## config.mk

```make
export PLATFORM = sky130hd
export DESIGN_NAME = login_failure_lockout_table
export DESIGN_NICKNAME = d
export VERILOG_FILES = /design/src/sv/lflt_pkg.sv /design/src/sv/login_failure_lockout_table.sv
export SDC_FILE = /design/constraint.sdc
export NUM_CORES = 1
export LEC_CHECK = 0
export BUFFER_PORTS_ARGS = -buffer_cell sky130_fd_sc_hd__buf_2
export CORE_MARGIN = 4
export CORE_UTILIZATION = 45
export CTS_BUF_LIST = sky130_fd_sc_hd__clkbuf_4 sky130_fd_sc_hd__clkbuf_8
export DETAILED_ROUTE_END_ITERATION = 10
export PLACE_DENSITY = 0.68
export SLEW_MARGIN = 20
export SYNTH_ARGS = -nofsm -noshare
export SYNTH_HDL_FRONTEND = slang
export SYNTH_SLANG_ARGS = --single-unit
```

## constraint.sdc

```tcl
create_clock -name clk -period 9.2 [get_ports clk]
set_input_delay 1.84 -clock clk [delete_from_list [all_inputs] [get_ports clk]]
set_output_delay 1.84 -clock clk [all_outputs]
set_load 0.02 [all_outputs]
```

## src/sv/lflt_pkg.sv

```systemverilog
`timescale 1ns / 1ps
// ----------------------------------------------------------------------------
// lflt_pkg
// Types, codes and constants for the login failure lockout table.
// ----------------------------------------------------------------------------
package lflt_pkg;

  localparam int LFLT_ENTRIES = 8;

  localparam int ADDR_W = 32;
  localparam int TIME_W = 32;
  localparam int CNT_W  = 8;
  localparam int REM_W  = 17;
  localparam int CFG_W  = 17;

  localparam logic [CNT_W-1:0] CNT_MAX = {CNT_W{1'b1}};
  localparam logic [REM_W-1:0] REM_MAX = {REM_W{1'b1}};

  localparam logic [CNT_W-1:0] MAX_FAILURES_RST    = 8'd5;
  localparam logic [REM_W-1:0] LOCKOUT_SECONDS_RST = 17'd300;

  typedef logic [1:0] op_t;
  localparam op_t OP_CHECK = 2'd0;
  localparam op_t OP_FAIL  = 2'd1;
  localparam op_t OP_RESET = 2'd2;

  typedef logic [0:0] cfg_idx_t;
  localparam cfg_idx_t CFG_MAX_FAILURES    = 1'b0;
  localparam cfg_idx_t CFG_LOCKOUT_SECONDS = 1'b1;

  typedef enum logic [1:0] {
    ST_IDLE,
    ST_SCAN,
    ST_UPD
  } state_t;

  typedef struct packed {
    logic [ADDR_W-1:0] addr;
    logic [CNT_W-1:0]  cnt;
    logic [TIME_W-1:0] lock;
  } entry_t;

endpackage

```

## src/sv/login_failure_lockout_table.sv

```systemverilog
// Flow: an accepted item is compared against the entries in ST_SCAN, then
//   committed in ST_UPD; a miss scans every entry, a hit stops at the match.
// Input: no new item is taken until the current one has left ST_UPD; the scan
//   reads the entry memory, one read issued per cycle.
// Reset: clears valid bits, replace pointer and control; config returns to
//   max_failures 5, lockout_seconds 300.
`timescale 1ns / 1ps
// ----------------------------------------------------------------------------
// login_failure_lockout_table
// Per-source-address failed login counter with lockout, held in one entry
// memory that is scanned, modified and written back when the item changes it.
// ----------------------------------------------------------------------------
module login_failure_lockout_table #(
  parameter int ENTRIES = lflt_pkg::LFLT_ENTRIES
) (
  input  logic                        clk,
  input  logic                        rst_n,

  input  logic                        in_valid,
  output logic                        in_stall,
  input  lflt_pkg::op_t               in_opcode,
  input  logic [lflt_pkg::ADDR_W-1:0] in_ip_addr,
  input  logic [lflt_pkg::TIME_W-1:0] in_now_sec,

  output logic                        out_valid,
  input  logic                        out_stall,
  output logic [lflt_pkg::REM_W-1:0]  out_remaining_sec,
  output logic [lflt_pkg::CNT_W-1:0]  out_fail_total,
  output logic                        out_lockout_armed,
  output logic                        out_entry_hit,

  input  logic                        cfg_valid,
  output logic                        cfg_ready,
  input  lflt_pkg::cfg_idx_t          cfg_index,
  input  logic [lflt_pkg::CFG_W-1:0]  cfg_data
);

  import lflt_pkg::*;

  localparam int IW = (ENTRIES > 1) ? $clog2(ENTRIES) : 1;
  localparam logic [IW-1:0] LAST = IW'(ENTRIES - 1);

  state_t state_r, state_nxt;

  logic [CNT_W-1:0] max_fail_r;
  logic [REM_W-1:0] lock_sec_r;

  op_t               op_r;
  logic [ADDR_W-1:0] ip_r;
  logic [TIME_W-1:0] now_r;

  logic [ENTRIES-1:0] valid_r, valid_nxt;
  logic [IW-1:0]      ptr_r, ptr_nxt;

  entry_t        ent_mem_r [ENTRIES];
  entry_t        rdata_r;
  logic [IW-1:0] rd_idx_r, rd_idx_nxt;
  logic          rd_more_r, rd_more_nxt;
  logic          cmp_v_r;
  logic [IW-1:0] cmp_idx_r;

  logic          hit_r, hit_nxt;
  logic [IW-1:0] slot_r, slot_nxt;
  entry_t        ent_r, ent_nxt;
  logic          free_found_r, free_found_nxt;
  logic [IW-1:0] free_idx_r, free_idx_nxt;

  logic              out_valid_r;
  logic [REM_W-1:0]  out_rem_r;
  logic [CNT_W-1:0]  out_total_r;
  logic              out_armed_r;
  logic              out_hit_r;

  logic              in_take;
  logic              out_free;
  logic              commit;
  logic              match;
  logic              scan_miss;

  logic [IW-1:0]     ptr_adv;
  logic [IW-1:0]     wr_slot;
  logic              we;
  entry_t            wdata;
  entry_t            cur;
  logic [CNT_W-1:0]  cnt_inc;
  logic              arm;
  logic [TIME_W-1:0] lock_sum;
  logic              lock_set;
  logic              still_locked;
  logic [TIME_W-1:0] lock_diff;
  logic [REM_W-1:0]  rem_val;
  logic [REM_W-1:0]  res_rem;
  logic [CNT_W-1:0]  res_total;
  logic              res_armed;
  logic              res_hit;

  assign in_stall  = (state_r != ST_IDLE);
  assign in_take   = in_valid && !in_stall;
  assign out_free  = !out_valid_r || !out_stall;
  assign commit    = (state_r == ST_UPD) && out_free;
  assign cfg_ready = 1'b1;

  assign match     = cmp_v_r && valid_r[cmp_idx_r] && (rdata_r.addr == ip_r);
  assign scan_miss = cmp_v_r && !match && (cmp_idx_r == LAST);

  // Next state
  always_comb begin
    state_nxt = state_r;
    unique case (state_r)
      ST_IDLE: if (in_take) state_nxt = ST_SCAN;
      ST_SCAN: if (match || scan_miss) state_nxt = ST_UPD;
      ST_UPD:  if (out_free) state_nxt = ST_IDLE;
      default: state_nxt = ST_IDLE;
    endcase
  end

  // Scan control and match capture
  always_comb begin
    rd_idx_nxt     = rd_idx_r;
    rd_more_nxt    = rd_more_r;
    hit_nxt        = hit_r;
    slot_nxt       = slot_r;
    ent_nxt        = ent_r;
    free_found_nxt = free_found_r;
    free_idx_nxt   = free_idx_r;
    unique case (state_r)
      ST_IDLE: begin
        rd_idx_nxt     = '0;
        rd_more_nxt    = 1'b1;
        hit_nxt        = 1'b0;
        free_found_nxt = 1'b0;
        ent_nxt        = '0;
      end
      ST_SCAN: begin
        if (rd_more_r) begin
          if (rd_idx_r == LAST) begin
            rd_more_nxt = 1'b0;
          end else begin
            rd_idx_nxt = rd_idx_r + 1'b1;
          end
        end
        if (cmp_v_r && !valid_r[cmp_idx_r] && !free_found_r) begin
          free_found_nxt = 1'b1;
          free_idx_nxt   = cmp_idx_r;
        end
        if (match) begin
          hit_nxt  = 1'b1;
          slot_nxt = cmp_idx_r;
          ent_nxt  = rdata_r;
        end
      end
      ST_UPD: begin
      end
      default: begin
      end
    endcase
  end

  // Read-modify-write datapath
  always_comb begin
    ptr_adv      = (ptr_r == LAST) ? '0 : ptr_r + 1'b1;
    wr_slot      = hit_r ? slot_r : (free_found_r ? free_idx_r : ptr_adv);
    cur          = hit_r ? ent_r : '0;
    cnt_inc      = (cur.cnt != CNT_MAX) ? cur.cnt + 1'b1 : cur.cnt;
    arm          = (cnt_inc >= max_fail_r);
    lock_sum     = now_r + TIME_W'(lock_sec_r);
    lock_set     = (cur.lock != '0);
    still_locked = (now_r < cur.lock);
    lock_diff    = cur.lock - now_r;
    rem_val      = (lock_diff > TIME_W'(REM_MAX)) ? REM_MAX : lock_diff[REM_W-1:0];

    we        = 1'b0;
    wdata     = '{addr: ip_r, cnt: '0, lock: '0};
    valid_nxt = valid_r;
    ptr_nxt   = ptr_r;
    res_rem   = '0;
    res_total = '0;
    res_armed = 1'b0;
    res_hit   = 1'b0;

    case (op_r)
      OP_CHECK: begin
        if (hit_r) begin
          res_hit   = 1'b1;
          res_total = cur.cnt;
          if (lock_set) begin
            if (still_locked) begin
              res_rem = rem_val;
            end else begin
              we        = 1'b1;
              res_total = '0;
            end
          end
        end
      end
      OP_FAIL: begin
        we        = 1'b1;
        res_hit   = hit_r;
        res_total = cnt_inc;
        wdata.cnt = cnt_inc;
        wdata.lock = cur.lock;
        if (arm) begin
          wdata.lock = lock_sum;
          res_armed  = 1'b1;
        end
        valid_nxt[wr_slot] = 1'b1;
        if (!hit_r && !free_found_r) ptr_nxt = ptr_adv;
      end
      OP_RESET: begin
        if (hit_r) begin
          we      = 1'b1;
          res_hit = 1'b1;
        end
      end
      default: begin
      end
    endcase
  end

  always_ff @(posedge clk) begin
    if (!rst_n) begin
      state_r      <= ST_IDLE;
      max_fail_r   <= MAX_FAILURES_RST;
      lock_sec_r   <= LOCKOUT_SECONDS_RST;
      valid_r      <= '0;
      ptr_r        <= '0;
      rd_more_r    <= 1'b0;
      cmp_v_r      <= 1'b0;
      hit_r        <= 1'b0;
      free_found_r <= 1'b0;
      out_valid_r  <= 1'b0;
    end else begin
      state_r      <= state_nxt;
      rd_more_r    <= rd_more_nxt;
      cmp_v_r      <= (state_r == ST_SCAN) && rd_more_r && !match;
      hit_r        <= hit_nxt;
      free_found_r <= free_found_nxt;
      if (cfg_valid && cfg_ready) begin
        unique case (cfg_index)
          CFG_MAX_FAILURES:    max_fail_r <= cfg_data[CNT_W-1:0];
          CFG_LOCKOUT_SECONDS: lock_sec_r <= cfg_data[REM_W-1:0];
          default: ;
        endcase
      end
      if (commit) begin
        valid_r <= valid_nxt;
        ptr_r   <= ptr_nxt;
      end
      if (commit) begin
        out_valid_r <= 1'b1;
      end else if (!out_stall) begin
        out_valid_r <= 1'b0;
      end
    end
  end

  always_ff @(posedge clk) begin
    rd_idx_r   <= rd_idx_nxt;
    cmp_idx_r  <= rd_idx_r;
    slot_r     <= slot_nxt;
    ent_r      <= ent_nxt;
    free_idx_r <= free_idx_nxt;
    if (in_take) begin
      op_r  <= in_opcode;
      ip_r  <= in_ip_addr;
      now_r <= in_now_sec;
    end
    if (commit) begin
      out_rem_r   <= res_rem;
      out_total_r <= res_total;
      out_armed_r <= res_armed;
      out_hit_r   <= res_hit;
    end
  end

  // Entry memory: one write port, one registered read port
  always_ff @(posedge clk) begin
    if (commit && we) ent_mem_r[wr_slot] <= wdata;
    rdata_r <= ent_mem_r[rd_idx_r];
  end

  assign out_valid         = out_valid_r;
  assign out_remaining_sec = out_rem_r;
  assign out_fail_total    = out_total_r;
  assign out_lockout_armed = out_armed_r;
  assign out_entry_hit     = out_hit_r;

`ifndef ASSERT_OFF
  a_take_to_scan: assert property (@(posedge clk) disable iff (!rst_n)
    in_take |=> state_r == ST_SCAN)
    else $error("accepted item did not start a scan");

  a_hit_slot_valid: assert property (@(posedge clk) disable iff (!rst_n)
    (state_r == ST_UPD) && hit_r |-> valid_r[slot_r])
    else $error("hit on an entry that is not valid");

  a_armed_count: assert property (@(posedge clk) disable iff (!rst_n)
    out_valid && out_lockout_armed |-> out_fail_total != '0)
    else $error("lockout armed with zero failure count");

  a_rem_needs_hit: assert property (@(posedge clk) disable iff (!rst_n)
    out_valid && (out_remaining_sec != '0) |-> out_entry_hit)
    else $error("remaining time reported without a hit");

  a_result_from_upd: assert property (@(posedge clk) disable iff (!rst_n)
    $rose(out_valid) |-> $past(state_r == ST_UPD))
    else $error("result raised outside the update step");
`endif

endmodule

```

==> impl_metrics.csv <==
group,metric,value,unit
placed_design,place_hpwl,49100,um
clock_tree,postCtsSetupBuffers,0,
clock_tree,clockBufferDepth,3,
worst_setup_path,worst_ep_arrival_time,6360,ps
finish,mostFrequentLayoutCells,"718 x edfxtp_1, 149 x clkbuf_8, 146 x mux4_2",
grt,grt_max_degree,140,
clock_tree,cts_buffers,134,
sta,rsz0062_at_grt,"false",
worst_setup_path,crit_path_start,"hit_r",
route,drc,0,
clock_tree,cts_root_buffer,"clkbuf_8",
route,wl_met1,34100,um
finish,area_growth,13.8,%
worst_setup_path,crit_type,"reg -> reg",
yosys,syn-num-nets,2265,
yosys,syn_avg_cell_area,16.3,um2
min_path,hp-class,"reg -> reg",
run_status,status,"complete, no violations",
placed_design,io_buffers,117,
finish,stdcell_area,0.0393,mm2
clock_tree,hold_buffers,0,
route,dr_wl_met3,5440,um
floorplanning,die_x,285,um
yosys,synth_area,0.0345,mm2
route,wl_met2,37400,um
clock_tree,cts.clk_slew.worst_paths,60,ps
yosys,synth_top_cell_area_share,62.5,%
route,highest-signal-layer,"met5",
clock_tree,insertion_delay,790,ps
floorplanning,num_rows,101,
clock_tree,clock_sinks,836,
yosys,synth-compound-area-share,5.64,%
yosys,synth_top_family_by_area,"multiplexers",
yosys,synthDistinctLibCells,82,
min_path,worstHoldStart,"max_fail_r[1]",
sta,hold_viol,0,
sta,slew_headroom,27.0,%
clock_tree,cts_tree,"built",
worst_setup_path,worstReg2RegStart,"hit_r",
yosys,ys_async_sr_fraction,0,%
placed_design,gp_congestion,0.936,
sta,finClkSkew,50.4,ps
worst_setup_path,crit_chain,"buf_4, and2_1, ha_1, a21oi_1, nand2_1, a211o_1, a31oi_1, a21o_1, a21oi_1, o21ai_1, a21o_1, a41oi_1, nor3_2, buf_4, buf_4",
job,maxCapViolations,0,
placed_design,post_dp_cell_area,0.0364,mm2
sta,post-route-period-util,65.0,%
finish,drive_gt1_share,26.8,%
route,ant_nets,0,
worst_setup_path,cp.required,9580,ps
yosys,synth_edf_count,718,
worst_setup_path,critPathCaptureType,"flip-flop",
floorplanning,dieArea,0.0812,mm2
finish,final_common_cell,"edfxtp_1",
yosys,synthXorXnorAreaFrac,2.08,%
yosys,netlist_instances,2116,
yosys,synth_warnings,0,
sta,worst_pin_slew,1100,ps
yosys,yosysTopAreaCell,"edfxtp_1",
grt,antenna_found_initial,2,
finish,nets,2459,
yosys,synth_top_cells_by_area,"edfxtp_1 62%, mux4_2 9.5%, dfxtp_1 6.8%",
worst_setup_path,critPathSlowestCell,"buf_4",
yosys,synth.mux.area_fraction,12.1,%
grt,grt.total_usage,19.5,%
power,power,8.26,mW
yosys,ys_ff_latch,836,
yosys,ys.flop_type,"edfxtp_1",
floorplanning,core_area,0.0759,mm2
worst_setup_path,crit_fanout,53,
grt,overflow,0,
sta,report.final.slew_viol_count,0,
sta,final.setup.tns,0,ps
sta,setup_viol,0,
finish,fillers,6142,
clock_tree,post_cts_resized,0,
grt,grt_pass1_wl,120000,um
floorplanning,die_h,285,um
route,drt-total-wl,79100,um
route,routed_via_density,5.59,
route,wire_per_inst,22.9,um
yosys,ys_seq_area_share,69.3,%
sta,fin_crit,5980,ps
worst_setup_path,cpMostUsedCell,"buf_4",
worst_setup_path,critPathMaxStageDelay,750,ps
power,p_leak,13.4,nW
route,firstDrtPassIters,5,
worst_setup_path,cp-start-kind,"flip-flop",
floorplanning,ios,119,
yosys,synthSimpleGateAreaFrac,6.94,%
route,vias,19300,
sta,clock.fmax,167,MHz
route,drt_iter0_drc,1395,
power,ir_drop,157,uV
power,power_density,210,mW/mm2
grt,grt_pass1_vias,20100,
yosys,synth_adder_area_share,2.25,%
clock_tree,cts.htree.levels,4,
floorplanning,start_util,45.4,%
## kinds of logic after synthesis
group / after synthesis
other cells: 1
xor+xnor: 82
fa+ha+maj: 61
mux: 225
compound gates: 297
simple gates: 466
flops: 836
buf+inv: 148
## final timing paths
| check | endpoint | slack [ps] | depth (start not counted) |
|---|---|---|---|
| setup / recovery | ent_mem_r[2][27] | 3220 | 15 |
| hold / removal | max_fail_r[1] | 470 | 2 |
| setup reg to reg | ent_mem_r[2][27] | 3220 | 15 |
| hold reg to reg | max_fail_r[1] | 470 | 2 |
## stage by stage
step	cells	hold WS (ps)	utilization [%]	setup WS, ps
after floorplan	2116	372	-	-293
after global placement	3202	444	47.9	3440
after detailed placement	3202	461	47.9	3340
after CTS	3448	468	51.7	3300
after global routing	3451	482	51.7	2880
final	3451	468	51.7	3220
## cell type report
type	instances	area, um2	share of cell area [%]
Multi-Input combinational cell	1132	10100	25.7
Tap cell	1030	1290	3.28
Antenna cell	1	2.50	0.00637
Clock inverter	47	450	1.15
Sequential cell	836	23900	60.9
Timing Repair Buffer	147	868	2.21
Clock buffer	199	2430	6.18
Inverter	59	221	0.564
## critical path, delay by kind of cell (launching register included)
kind	cells	cell delay, ps
AO/OA/AOI/OAI	8	2410
buffers and inverters	3	1670
AND/OR/NAND/NOR	3	640
flip-flops	1	390
adder cells (fa/ha/maj)	1	350
## cell usage after synthesis (9+ instances only)
| cell | instances |
|---|---|
| nor3_2 | 10 |
| mux4_2 | 146 |
| clkbuf_1 | 65 |
| nor2_1 | 82 |
| nor2b_1 | 14 |
| mux2_2 | 75 |
| nand3_1 | 19 |
| nor3_1 | 28 |
| a211oi_1 | 13 |
| a21o_1 | 39 |
| and2_1 | 81 |
| o21a_1 | 9 |
| ha_1 | 58 |
| dfxtp_1 | 118 |
| nand2b_1 | 16 |
| nand4_1 | 15 |
| nand2_1 | 139 |
| inv_1 | 58 |
| and3_1 | 17 |
| a21oi_1 | 116 |
| edfxtp_1 | 718 |
| xnor2_1 | 38 |
| xor2_1 | 44 |
| buf_1 | 17 |
| o21ai_0 | 42 |
| nor4_1 | 16 |
## flip-flops by register name (all words and copies together), names as in the netlist, 2 cells and up
| name | cells |
|---|---|
| free_idx_r | 3 |
| ptr_r | 3 |
| now_r | 32 |
| ent_mem_r | 576 |
| ent_r | 40 |
| slot_r | 3 |
| out_fail_total | 8 |
| cmp_idx_r | 3 |
| ip_r | 32 |
| lock_sec_r | 17 |
| max_fail_r | 8 |
| rdata_r | 72 |
| rd_idx_r | 3 |
| valid_r | 8 |
| op_r | 2 |
| state_r | 2 |
| out_remaining_sec | 17 |
## report_power, final
group,switching [mW],internal (mW)
clock,1.49,1.86
sequential,0.0911,4.22
combinational,0.320,0.286
## layer usage
metal / GRT usage [%] / vias up
li1: - / 8623
met1: 27.0 / 9792
met2: 30.9 / 724
met3: 4.03 / 163
met4: 6.83 / 4
met5: 0 / -
(Power assumes the default switching activity.)
